`config.mk`:
```
export PLATFORM = sky130hd
export DESIGN_NAME = pgd_cfg
export DESIGN_NICKNAME = d
export VERILOG_FILES = /design/src/pgd_pkg.sv /design/src/pgd_cfg.sv
export SDC_FILE = /design/constraint.sdc
export NUM_CORES = 1
export LEC_CHECK = 0
export BUFFER_PORTS_ARGS = -buffer_cell sky130_fd_sc_hd__buf_4
export CORE_UTILIZATION = 30
export DETAILED_ROUTE_END_ITERATION = 16
export PLACE_DENSITY = 0.61
export SLEW_MARGIN = 15
export SYNTH_ARGS = -nofsm -noshare
export SYNTH_HDL_FRONTEND = slang
export SYNTH_SLANG_ARGS = --single-unit
```
`constraint.sdc`:
```
create_clock -name clk -period 1.5 [get_ports clk]
set_input_delay 0.15 -clock clk [delete_from_list [all_inputs] [get_ports clk]]
set_output_delay 0.15 -clock clk [all_outputs]
set_load 0.005 [all_outputs]
```
`src/pgd_pkg.sv`:
```
`timescale 1ns / 1ps
`default_nettype none

package pgd_pkg;

	// Grid geometry.
	localparam int MAX_COLS = 64;
	localparam int MAX_ROWS = 64;
	localparam int DEPTH    = MAX_COLS * MAX_ROWS;
	localparam int ADDR_W   = $clog2(DEPTH);

	// Field widths.
	localparam int COL_W  = 6;
	localparam int ROW_W  = 6;
	localparam int SIZE_W = 7;
	localparam int VEL_W  = 16;
	localparam int INV_W  = 16;
	localparam int DIV_W  = 26;
	localparam int SUM_W  = VEL_W + 2;
	localparam int PROD_W = SUM_W + INV_W + 1;
	localparam int FRAC_W = 8;

	// Configuration port.
	localparam int PADDR_W = 4;
	localparam int PDATA_W = 32;
	localparam logic [1:0] REG_COLS = 2'd0;
	localparam logic [1:0] REG_ROWS = 2'd1;
	localparam logic [1:0] REG_INV  = 2'd2;

	localparam logic [SIZE_W-1:0] COLS_RESET = SIZE_W'(64);
	localparam logic [SIZE_W-1:0] ROWS_RESET = SIZE_W'(64);
	localparam logic [INV_W-1:0]  INV_RESET  = INV_W'(128);
	localparam logic [SIZE_W-1:0] SIZE_MIN   = SIZE_W'(2);

	// Operation codes.
	localparam logic OP_WRITE = 1'b0;
	localparam logic OP_QUERY = 1'b1;

	typedef struct packed {
		logic                    opcode;
		logic [COL_W-1:0]        col;
		logic [ROW_W-1:0]        row;
		logic signed [VEL_W-1:0] vel_x;
		logic signed [VEL_W-1:0] vel_y;
	} in_item_t;

	typedef struct packed {
		logic signed [DIV_W-1:0] divergence;
		logic [ROW_W-1:0]        out_row;
		logic [COL_W-1:0]        out_col;
		logic                    out_of_range;
	} out_item_t;

	// Effective grid settings, sizes already clamped to their legal range.
	typedef struct packed {
		logic [SIZE_W-1:0] cols;
		logic [SIZE_W-1:0] rows;
		logic [INV_W-1:0]  inv;
	} cfg_t;

	typedef enum logic [1:0] {
		S_IDLE,
		S_SUM,
		S_MUL
	} state_t;

	// Row-major address of a cell.
	function automatic logic [ADDR_W-1:0] cell_addr(input logic [ROW_W-1:0] row,
			input logic [COL_W-1:0] col);
		return ADDR_W'(ADDR_W'(row) * ADDR_W'(MAX_COLS) + ADDR_W'(col));
	endfunction

endpackage

`default_nettype wire

```
`src/pgd_cfg.sv`:
```
`timescale 1ns / 1ps
`default_nettype none

module pgd_cfg (
	input  wire logic                           clk,
	input  wire logic                           arst_n,
	input  wire logic                           psel,
	input  wire logic                           penable,
	input  wire logic                           pwrite,
	input  wire logic [pgd_pkg::PADDR_W-1:0]    paddr,
	input  wire logic [pgd_pkg::PDATA_W-1:0]    pwdata,
	output logic      [pgd_pkg::PDATA_W-1:0]    prdata,
	output logic                                pready,
	output pgd_pkg::cfg_t                       cfg
);

	logic [pgd_pkg::SIZE_W-1:0] cols_q;
	logic [pgd_pkg::SIZE_W-1:0] rows_q;
	logic [pgd_pkg::INV_W-1:0]  inv_q;
	logic [1:0]                 reg_idx;
	logic                       wr_en;

	assign pready  = 1'b1;
	assign reg_idx = paddr[pgd_pkg::PADDR_W-1:2];
	assign wr_en   = psel && penable && pwrite && pready;

	// Register writes; an index beyond the list is dropped.
	always_ff @(posedge clk or negedge arst_n) begin
		if (!arst_n) begin
			cols_q <= pgd_pkg::COLS_RESET;
			rows_q <= pgd_pkg::ROWS_RESET;
			inv_q  <= pgd_pkg::INV_RESET;
		end else if (wr_en) begin
			case (reg_idx)
				pgd_pkg::REG_COLS: cols_q <= pwdata[pgd_pkg::SIZE_W-1:0];
				pgd_pkg::REG_ROWS: rows_q <= pwdata[pgd_pkg::SIZE_W-1:0];
				pgd_pkg::REG_INV:  inv_q  <= pwdata[pgd_pkg::INV_W-1:0];
				default: ;
			endcase
		end
	end

	// Read back the raw register values.
	always_comb begin
		case (reg_idx)
			pgd_pkg::REG_COLS: prdata = pgd_pkg::PDATA_W'(cols_q);
			pgd_pkg::REG_ROWS: prdata = pgd_pkg::PDATA_W'(rows_q);
			pgd_pkg::REG_INV:  prdata = pgd_pkg::PDATA_W'(inv_q);
			default:           prdata = '0;
		endcase
	end

	// Clamp the sizes to the range the grid supports.
	always_comb begin
		if (cols_q < pgd_pkg::SIZE_MIN) begin
			cfg.cols = pgd_pkg::SIZE_MIN;
		end else if (cols_q > pgd_pkg::SIZE_W'(pgd_pkg::MAX_COLS)) begin
			cfg.cols = pgd_pkg::SIZE_W'(pgd_pkg::MAX_COLS);
		end else begin
			cfg.cols = cols_q;
		end
		if (rows_q < pgd_pkg::SIZE_MIN) begin
			cfg.rows = pgd_pkg::SIZE_MIN;
		end else if (rows_q > pgd_pkg::SIZE_W'(pgd_pkg::MAX_ROWS)) begin
			cfg.rows = pgd_pkg::SIZE_W'(pgd_pkg::MAX_ROWS);
		end else begin
			cfg.rows = rows_q;
		end
		cfg.inv = inv_q;
	end

endmodule

`default_nettype wire

```
Yosys cells after proc, flatten, opt, wreduce, memory -nomap -nowiden --
Cells that the tools add are included.
Word-level totals: output and inout port bits 63, flip-flop bits (word level) 30, word-level logic and storage cells 20
Cells by class: equal/unequal tests 2, muxes and demuxes 5, reductions and logical operators 6, magnitude comparators 4
Operators with widths (count):
- 16-bit one-hot mux with 3 select lines | 1
- 7-bit two-way mux | 4
- 7-bit greater-than comparator (second input constant) | 2
- 7-bit by 2-bit < comparator with 1-bit output (second input constant) | 2
- 2-bit AND reduction | 3
- 2-bit by 1-bit == test with 1-bit output (second input constant) | 1
- 2-bit == test (second input constant) | 1
- 1-bit logical AND | 2
- 2-bit zero test | 1

Depth between registers and ports, before layout --
Gate-level depths: netlist of the first run.
depth in word-level cells 3, depth in mapped cells 5, mapped depth without buffers 3

Worst setup path before layout of the first run --
No wires, ideal clock.
path kind input to register, start point input paddr[2] (netlist bit), end point register inv_q[10] (netlist bit), cell stages on the path 4, data required time 1.375 ns, setup slack 0.253 ns, data arrival time 1.122 ns, library setup time 0.125 ns, cells stage by stage buf_6 -> nor3b_4 -> buf_6 -> mux2_2
Between the ends: longest elaborated chain between the ends 2
RTL lines:
- start: declaration | RTL line pgd_cfg.sv:10 | input wire logic [pgd_pkg::PADDR_W-1:0] paddr,
- 2-bit == test | RTL line pgd_cfg.sv:34 | case (reg_idx)
- 2-bit AND reduction (no line)
- end signal: assignment | RTL line pgd_cfg.sv:32 | inv_q <= pgd_pkg::INV_RESET;
- end signal: assignment | RTL line pgd_cfg.sv:37 | pgd_pkg::REG_INV: inv_q <= pwdata[pgd_pkg::INV_W-1:0];
- end: declaration | RTL line pgd_cfg.sv:19 | logic [pgd_pkg::INV_W-1:0] inv_q;
No other way between the ends. A chain may end at the register's enable or synchronous reset.

==> metrics.md, run 1 <==
| Metric | Value |
|---|---|
| Status | completed |
| Flops & latches, synth | 30 |
| Layout area overhead | 42.7% |
| WHS | approximately 0.097 ns |
| Min cycle time layout | 1.48 ns |
| Maximum buffer depth of the clock tree | 2 |
| Worst-path fanout max | 3 |
| Final period util | a little under 100% |
| Final instance area | approximately 2400 um^2 |
| Total GRT Usage | between 10% and 20% |
| Setup Crit Path Kind | register to output port |
| DRC | 0 |
| HP Class | input pin to register |
| Placer Congestion | about 0.73 |
| Final slew viol count | 0 |
| Top Ports | 104 |
| Final design utilization | 45.3% |
| Reg-to-Reg End | cols_q[5] |
| Final hold violations | 0 |
| H-tree levels | 2 |
| Clock transition at path regs | roughly 0.070 ns |
| CTS tree | built |
| Final Worst Setup Slack | 0.0244 ns |
| CTS buffer count | 5 |
| Net count, final | 259 |
| Via count | between 1000 and 1500 |
| Netlist cell types | 24 |
| Initial Util | about a third |
| DP Wirelength | 2.81 mm |
| Largest net degree at the start of global routing | 31 |
| First-pass GRT wire length | roughly 6.0 mm |
| Clock latency on the worst-skew pair | between 0.2 and 0.3 ns |
| WHS Endpoint | inv_q[8] |
| Core Footprint | between 5000 and 6000 um^2 |
| CP Launch Type | register |
| Share of cells above drive strength 1 | 56.6% |
| Max-cap viol count | 0 |
| Routed WL per cell | around 13 um |
| Syn Area/Cell | between 10 and 15 um^2 |
| Initial antenna violation count | 0 |
| R2R Setup Slk | about 0.6 ns |
| Leak Pwr | between 0.001 and 0.0015 uW |
| Fmax | between 600 and 700 MHz |
| Synth top area cells | dfrtp_1 41%, mux2_2 16%, buf_4 7.7%, mux2_4 6.4%, dfstp_2 4.8% |
| First drt pass iteration count | 3 |
| Mapped Area | ~1700 um^2 |
| Cells on worst reg2reg path | 2 |
| Area after DPL | between 2000 and 2500 um^2 |
| Final wirelength | between 3 and 4 mm |
| Fraction of the yosys area taken by sequential cells | a little under half |
| # diodes | 0 |
| PortBufs | slightly below 70 |
| Top cell type's share of synthesized area | approximately two fifths |
| Remaining antenna violation count | 0 |
| Crit path capture type | output port |
| Power Density | roughly 1300 nW/um^2 |
| Setup-failing EPs final | 0 |
| Die area | 5810 um^2 |
| Crit Reg-Reg Startpoint | cols_q[5] |
| RSZ-0062 raised after global routing | true |
| Leading area contributor after synthesis | dfrtp_1 |
| Post-Route Skew | 0 ns |
| Die height | around 76 um |
| HP Start | pwdata[8] |
| Initial DRC count | 14 |
| Remaining Overflow, GRT | 0 |
| Arrival time worst endpoint | approximately 1.3 ns |
| Via density | between 4 and 5 |
| Synth Warn # | 0 |
| Hold depth | 2 |
| Syn Inst Count | approximately 140 |
| Worst path required time | 1.35 ns |
| Clock root buffer | clkbuf_8 |
| CTS sink cnt | 30 |
| Row cnt | 26 |
| Post-Place Worst Slack | around 0.11 ns |
| Worst IR Drop VDD | approximately 550 uV |
| Vias in the first global route | ~1200 |
| Die X | 76.3 um |
-- logic make-up (layout without fill, tap and decap cells) --
kind of cell | Yosys count | count (layout) | share of synthesized area (%)
buffers and inverters | 25 | 88 | 11.0
DFF | 30 | 30 | 45.6
other | 2 | 17 | 0.454
AOI/OAI and AO/OA | 10 | 10 | 3.03
and+or+nand+nor | 37 | 37 | 13.6
muxes | 37 | 37 | 26.2
-- final cells by class --
cell class,count,area (um^2)
fillers,517,2850
clock buffers,5,68.8
clock inverters,3,40.0
well taps,70,87.6
repair buffers,79,621
flip-flops and latches,30,754
inverters,1,3.75
multi-input cells,101,785
-- per-stage QoR --
step	cells	setup TNS, ns	total power, uW
6_report	289	0	2950
5_1_grt	289	-0.0332	3130
3_5_place_dp	276	0	2120
3_3_place_gp	276	0	2100
2_1_floorplan	156	0	1610
4_1_cts	285	-0.0181	2920
-- what timing repair did --
action / CTS / global route
resized for setup: 0 / 2
setup buffers: 0 / 4
hold buffers: 1 / 0
setup endpoints to repair: 1 / 5
hold endpoints to repair: 27 / 0
-- per-layer routing --
layer	up-vias	part of all wire, %	track usage (%)
li1	594	-	-
met1	569	41	15.5
met2	63	47	21.7
met3	4	10	5.63
met4	0	1.0	4.62
met5	-	0	0
-- critical path: stages (launching register included) --
cell and delay, ns:
dfrtp_1 0.40, nor4_2 0.26, buf_4 0.16, nor2_1 0.03, nor2_1 0.08, buf_4 0.11
-- cells in the mapped netlist --
master,instances
a21oi_1,3
dfrtp_1,27
o21ai_0,7
mux2_2,23
nor2b_1,9
clkbuf_1,2
nand2b_1,2
or3b_1,1
buf_2,2
buf_6,3
buf_4,17
mux2i_1,7
nor2_1,4
conb_1,2
nor4_1,1
and2_1,9
nand3_2,1
dfstp_2,3
nand2_1,7
mux2_4,7
nor3_2,1
nor3b_4,1
nor3_1,1
inv_1,1
-- registers in the layout (all words and copies together), names as in the netlist --
signal and flops:
cols_q 7, rows_q 7, inv_q 16
-- power breakdown --
group / switching, uW / internal [uW]
Sequential: 176 / 1010
Clock: 300 / 488
Combinational: 333 / 642
-- worst max-delay path by stage --
stage               from   endpoint  slack [ns]  depth (start not counted)
6_report       cols_q[5]    cfg[24]        0.02                          5
5_1_grt        cols_q[5]    cfg[24]       -0.03                          5
4_1_cts        cols_q[5]    cfg[24]       -0.02                          5
3_5_place_dp      pwrite  rows_q[1]        0.11                          4
3_3_place_gp      pwrite  rows_q[4]        0.13                          4
2_1_floorplan   paddr[2]  inv_q[10]        0.25                          4
-- placed cells by master, fill, tap and decap left out, types with 2 or more instances in the layout --
cell and n:
a21oi_1 3, and2_1 9, buf_12 2, buf_4 76, clkbuf_8 5, clkinv_2 2
conb_1 17, dfrtp_1 27, dfstp_2 3, mux2_2 23, mux2_4 7, mux2i_1 7
nand2_1 7, nand2b_1 2, nor2_1 4, nor2b_1 9, nor3_2 2, o21ai_0 7
(Power assumes the default switching activity.)
==> inputs of run 2 (changes only) <==
--- a/config.mk
+++ b/config.mk
@@ -7,4 +7,5 @@
 export LEC_CHECK = 0
 export BUFFER_PORTS_ARGS = -buffer_cell sky130_fd_sc_hd__buf_4
+export CORE_ASPECT_RATIO = 1.5
 export CORE_UTILIZATION = 30
 export DETAILED_ROUTE_END_ITERATION = 16
==> constraint.sdc (replaced) <==
create_clock -name clk -period 1.5 [get_ports clk]
set_input_delay 0.15 -clock clk [delete_from_list [all_inputs] [get_ports clk]]
set_output_delay 0.15 -clock clk [all_outputs]
set_load 0.02 [all_outputs]
==> run 2 against run 1 <==
Net effect: clock skew did not move; routed wire length rose by 2.5%; register-to-register slack barely moved; sequential power barely moved; sequential share of layout area fell by 0.50 points; utilization rose by 0.72 points; flip-flop and latch count did not move; cell area rose by 1.6%; largest power group is now combinational logic; highest routed layer unchanged.
==> metrics.md, run 2 (synthesis results as in run 1) <==
| Metric | Value |
|---|---|
| Worst IR Drop VDD | 569 uV (was 555 uV) |
| Largest register FFs | 16 (unchanged) |
| Clock root buffer | clkbuf_8 (unchanged) |
| Initial DRC count | 19 (was 14) |
| First drt pass iteration count | 4 (was 3) |
| Crit Reg-Reg Startpoint | cols_q[4] (was cols_q[5]) |
| PortBufs | 68 (unchanged) |
| Final hold violations | 0 (unchanged) |
| Placed Cells | 278 (was 276) |
| Largest Register | inv_q (unchanged) |
| Worst path required time | 1.35 ns (about the same) |
| Fmax | 672 MHz (was 678 MHz) |
| Vias in the first global route | 1221 (was 1224) |
| Min cycle time layout | 1.49 ns (was 1.48 ns) |
| Layout area overhead | 44.9% (was 42.7%) |
| Setup Crit Path Kind | register to output port (unchanged) |
| Final Worst Setup Slack | 0.0118 ns (was 0.0244 ns) |
| Remaining antenna violation count | 0 (unchanged) |
| HP Start | pwdata[9] (was pwdata[8]) |
| Routed WL per cell | 12.8 um (was 12.7 um) |
| Worst Setup SP | cols_q[3] (was cols_q[5]) |
| Clock transition at path regs | 0.07 ns (about the same) |
| Clock latency on the worst-skew pair | 0.27 ns (about the same) |
| Initial Util | 31.8% (unchanged) |
| RSZ-0062 raised after global routing | true (unchanged) |
| Die area | 5820 um^2 (was 5810 um^2) |
| Status | completed (unchanged) |
| Row cnt | 32 (was 26) |
| Power Density | 1380 nW/um^2 (was 1250 nW/um^2) |
| CP Launch Type | register (unchanged) |
| Top flop regs | inv_q x16, cols_q x7, rows_q x7 (unchanged) |
| Initial antenna violation count | 0 (unchanged) |
| Leading cell types in the layout, fill and taps excluded | 84 x buf_4, 27 x dfrtp_1, 23 x mux2_2, 17 x conb_1 (was 76 x buf_4, 27 x dfrtp_1, 23 x mux2_2, 17 x conb_1) |
| Top Ports | 104 (unchanged) |
| Leak Pwr | 0.00121 uW (was 0.00118 uW) |
| DP Wirelength | 2.85 mm (was 2.81 mm) |
| Maximum buffer depth of the clock tree | 2 (unchanged) |
| Post-Route Skew | 0 ns (unchanged) |
| Setup-failing EPs final | 0 (unchanged) |
| Die X | 62.6 um (was 76.3 um) |
| Non-Filler Instances | 294 (was 289) |
| # diodes | 0 (unchanged) |
| DRC | 0 (unchanged) |
| Share of cells above drive strength 1 | 58.0% (was 56.6%) |
| CTS buffer count | 5 (unchanged) |
| CTS tree | built (unchanged) |
| Post-Place Worst Slack | 0.114 ns (was 0.115 ns) |
| Fillers | 521 (was 517) |
| Net count, final | 266 (was 259) |
| Area after DPL | 2210 um^2 (was 2190 um^2) |
| Placer Congestion | 0.739 (was 0.734) |
| Final period util | 99.2% (was 98.4%) |
| Final setup TNS | 0 ns (unchanged) |
| H-tree levels | 2 (unchanged) |
| Remaining Overflow, GRT | 0 (unchanged) |
| Max-cap viol count | 0 (unchanged) |
| Arrival time worst endpoint | 1.34 ns (was 1.33 ns) |
| First-pass GRT wire length | 6.02 mm (was 5.96 mm) |
| Via density | 4.29 (was 4.26) |
| Final slew viol count | 0 (unchanged) |
| Crit path capture type | output port (unchanged) |
| Final wirelength | 3.77 mm (was 3.68 mm) |
| Final instance area | 2400 um^2 (was 2360 um^2) |
| Largest net degree at the start of global routing | 31 (unchanged) |
| Via count | 1261 (was 1230) |
| CTS sink cnt | 30 (unchanged) |
| HP Class | input pin to register (unchanged) |
| R2R Setup Slk | 0.60 ns (about the same) |
| Worst-path fanout max | 2 (was 3) |
| Core Footprint | 5200 um^2 (unchanged) |
| Die height | 92.9 um (was 76.3 um) |
| Commonest non-fill, non-tap cell in the layout | buf_4 (unchanged) |
| Total GRT Usage | 13.9% (was 13.3%) |
run 2: changes by cell type in the layout (fill, tap and decap cells not counted), sizes merged:
| cell | change |
|---|---|
| buf | +7 |
run 2: repair_timing:
action	in CTS	in global routing
gates resized for setup	1	1
setup buffers	2	5
hold endpoints to repair	27	0
endpoints found under the setup margin	3	3
hold buffers	1	0
pin swaps	1	0
run 2: through the flow:
| step | hold slack, ns | util, % | power (uW) |
|---|---|---|---|
| floorplan | -0.146 | - | 1930 |
| global placement | 0.108 | 42.5 | 2450 |
| detailed placement | 0.105 | 42.5 | 2460 |
| CTS | 0.0902 | 45.2 | 3300 |
| global route | 0.0862 | 46.1 | 3500 |
| finish | 0.101 | 46.1 | 3310 |
run 2: worst max-delay path, cell delays in order, from the launching register on:
cell and delay (ns):
dfrtp_1 0.39, nor4_2 0.26, buf_4 0.15, nor2_1 0.03, nor2_1 0.08, buf_4 0.14
run 2: layer usage:
| metal | wire, um | vias to the layer above | share of wire (%) | track usage, % |
|---|---|---|---|---|
| li1 | - | 607 | - | - |
| met1 | 1480 | 593 | 39 | 15.2 |
| met2 | 1990 | 56 | 53 | 24.5 |
| met3 | 244 | 5 | 6.5 | 4.31 |
| met4 | 57 | 0 | 1.5 | 5.81 |
| met5 | 0 | - | 0 | 0 |
run 2: area by class of cell:
class,instances,area [um^2],area share [%]
Multi-Input combinational cell,101,785,32.7
Sequential cell,30,754,31.5
Timing Repair Buffer,86,661,27.6
Tap cell,68,85.1,3.55
Clock buffer,5,68.8,2.87
Clock inverter,3,40.0,1.67
Inverter,1,3.75,0.157
run 2: worst paths after layout:
path / end / depth (start not counted)
worst max-delay path: cfg[24] / 5
worst min-delay path: inv_q[9] / 2
worst max register to register: cols_q[4] / 2
worst min register to register: inv_q[13] / 1
max in group asynchronous: inv_q[7] / 2
min in group asynchronous: rows_q[5] / 2
run 2: power by group:
part | leakage, uW | internal, uW | switching (uW)
Clock | 0.0000579 | 488 | 308
Sequential | 0.000363 | 1010 | 168
Combinational | 0.000790 | 673 | 658
==> inputs of run 3 (changes only) <==
Settings changed: CORE_UTILIZATION 30 to 46, MAX_ROUTING_LAYER set to met4, PLACE_DENSITY 0.61 to 0.86.
==> run 3 against run 2 <==
Net effect: the run now ends with setup timing left; maximum frequency fell by 3.2%; via count increased by 1.8%; worst hold slack got worse by 0.0019 ns; clock power fell by 23%; critical path type unchanged; combinational power about the same; global-route usage grew 8.4 points; largest power group unchanged; utilization is 22 points higher; critical path depth is the same; largest cell class unchanged; count of clock-buffer cells in the layout rose by 3; power down 4.8%.
==> metrics.md, run 3 (synthesis results as in run 1) <==
| Metric | Value |
|---|---|
| DRC | 0 (unchanged) |
| PortBufs | 68 (unchanged) |
| Final Worst Setup Slack | -0.0373 ns (was 0.0118 ns) |
| Initial DRC count | 25 (was 19) |
| Hold depth | 2 (unchanged) |
| Cell family with most CP delay | flip-flops (unchanged) |
| WHS Endpoint | inv_q[10] (was inv_q[9]) |
| Final wirelength | 3.70 mm (was 3.77 mm) |
| Total power | 3150 uW (was 3310 uW) |
| Status | finished, violations left (was completed) |
| Max-cap viol count | 0 (unchanged) |
| Arrival time worst endpoint | 1.39 ns (was 1.34 ns) |
| Placer Congestion | 0.712 (was 0.739) |
| Share of cells above drive strength 1 | 56.6% (was 58.0%) |
| Final instance area | 2320 um^2 (was 2400 um^2) |
| Crit Reg-Reg Startpoint | cols_q[3] (was cols_q[4]) |
| Multi-input logic area | 785 um^2 (unchanged) |
| Worst-path fanout max | 3 (was 2) |
| Via count | 1284 (was 1261) |
| H-tree levels | 2 (unchanged) |
| Final design utilization | 68.0% (was 46.1%) |
| Leading cell types in the layout, fill and taps excluded | 85 x buf_4, 27 x dfrtp_1, 23 x mux2_2, 17 x conb_1 (was 84 x buf_4, 27 x dfrtp_1, 23 x mux2_2, 17 x conb_1) |
| Final period util | 102% (was 99.2%) |
| Power Density | 1360 nW/um^2 (was 1380 nW/um^2) |
| Initial Util | 48.4% (was 31.8%) |
| Crit-path slowest cell | dfrtp_1 (unchanged) |
| Commonest non-fill, non-tap cell in the layout | buf_4 (unchanged) |
| Layout area overhead | 40.5% (was 44.9%) |
| Clock root buffer | clkbuf_8 (unchanged) |
| Reg-to-Reg End | cols_q[3] (was cols_q[4]) |
| Row cnt | 26 (was 32) |
| Maximum buffer depth of the clock tree | 2 (unchanged) |
| Remaining Overflow, GRT | 0 (unchanged) |
| Largest Register | inv_q (unchanged) |
| HP Class | input pin to register (unchanged) |
| Net count, final | 266 (unchanged) |
| Cells on worst reg2reg path | 2 (unchanged) |
| CP Launch Type | register (unchanged) |
| Die area | 3840 um^2 (was 5820 um^2) |
| Leak Pwr | 0.00119 uW (was 0.00121 uW) |
| Top Ports | 104 (unchanged) |
| Failing checks | setup timing |
| Post-Route Skew | 0 ns (unchanged) |
| Top flop regs | inv_q x16, cols_q x7, rows_q x7 (unchanged) |
| HP Start | pwdata[10] (was pwdata[9]) |
| Final hold violations | 0 (unchanged) |
| CP max stage delay | 0.41 ns (was 0.39 ns) |
| R2R Setup Slk | 0.58 ns (was 0.60 ns) |
| Crit path capture type | output port (unchanged) |
| Fmax | 651 MHz (was 672 MHz) |
| Setup Crit Path Kind | register to output port (unchanged) |
| Total GRT Usage | 22.3% (was 13.9%) |
| Initial antenna violation count | 0 (unchanged) |
| Flip-flop and latch area | 754 um^2 (unchanged) |
| First-pass GRT wire length | 5.92 mm (was 6.02 mm) |
| Largest net degree at the start of global routing | 31 (unchanged) |
| Worst Path Buf+Inv | 2 (unchanged) |
| Final slew viol count | 0 (unchanged) |
| Setup-failing EPs final | 1 (was 0) |
| Vias in the first global route | 1244 (was 1221) |
| Min cycle time layout | 1.54 ns (was 1.49 ns) |
| # diodes | 0 (unchanged) |
| DP Wirelength | 2.70 mm (was 2.85 mm) |
| Die X | 51.0 um (was 62.6 um) |
| Final setup TNS | -0.0373 ns (was 0 ns) |
| CTS buffer count | 5 (unchanged) |
| RSZ-0062 raised after global routing | true (unchanged) |
| Worst path required time | 1.35 ns (about the same) |
| CTS sink cnt | 30 (unchanged) |
| Area after DPL | 2150 um^2 (was 2210 um^2) |
| Largest register FFs | 16 (unchanged) |
| Routed WL per cell | 13.8 um (was 12.8 um) |
| First drt pass iteration count | 4 (unchanged) |
| Clock latency on the worst-skew pair | 0.28 ns (was 0.27 ns) |
| Via density | 4.79 (was 4.29) |
| Core Footprint | 3420 um^2 (was 5200 um^2) |
| Fillers | 276 (was 521) |
| CTS tree | built (unchanged) |
| Die height | 75.4 um (was 92.9 um) |
| Remaining antenna violation count | 0 (unchanged) |
| Clock transition at path regs | 0.06 ns (was 0.07 ns) |
| Post-Place Worst Slack | 0.0875 ns (was 0.114 ns) |
| Crit path cell chain | nor4_2, buf_4, nor2_1, nor2_1, buf_4 (unchanged) |
| Worst IR Drop VDD | 872 uV (was 569 uV) |
## run 3: changes by cell type in the layout (fill, tap and decap cells not counted)
cell       before  now
o21ai_0         7    6
clkbuf_1        0    3
buf_4          84   85
bufinv_16       1    0
clkinv_2        2    0
o21ai_1         0    1
buf_12          1    0
## run 3: how the worst max path moves through the flow
stage          depth (start not counted)   endpoint      start
5_1_grt                                5    cfg[24]  cols_q[5]
4_1_cts                                5    cfg[24]  cols_q[3]
3_3_place_gp                           4  rows_q[4]     pwrite
6_report                               5    cfg[24]  cols_q[5]
3_5_place_dp                           4  rows_q[4]     pwrite
2_1_floorplan                          2  prdata[6]  rows_q[6]
## run 3: layout make-up
type / count / area share [%]
multi-input combinational: 101 / 33.8
sequential: 30 / 32.5
timing repair buffer: 86 / 27.9
clock buffer: 8 / 3.45
tap: 42 / 2.26
inverter: 1 / 0.162
## run 3: where the power goes
group	leakage (uW)	switching (uW)	internal [uW]
Sequential	0.000363	163	1010
Combinational	0.000788	675	683
Clock	0.0000395	286	329
## run 3: routing by layer
| layer | GRT usage (%) | wire [um] | vias up |
|---|---|---|---|
| met5 | - | 0 | - |
| met4 | 11.1 | 106 | 0 |
| met3 | 5.39 | 260 | 11 |
| met2 | 37.6 | 1880 | 73 |
| met1 | 24.4 | 1450 | 596 |
| li1 | - | - | 604 |
## run 3: metrics by stage
step	hold slack, ns	instances
global placement	0.0969	250
CTS	0.0894	265
floorplan	-0.146	156
finish	0.0995	268
global route	0.0885	268
detailed placement	0.0986	250
## run 3: timing repair
item | CTS | global route
resized for setup | 1 | 2
gates cloned | 0 | 0
hold buffers | 1 | 0
pin swaps | 1 | 2
setup endpoints to repair | 4 | 4
hold endpoints to repair | 27 | 0
buffers inserted | 6 | 3
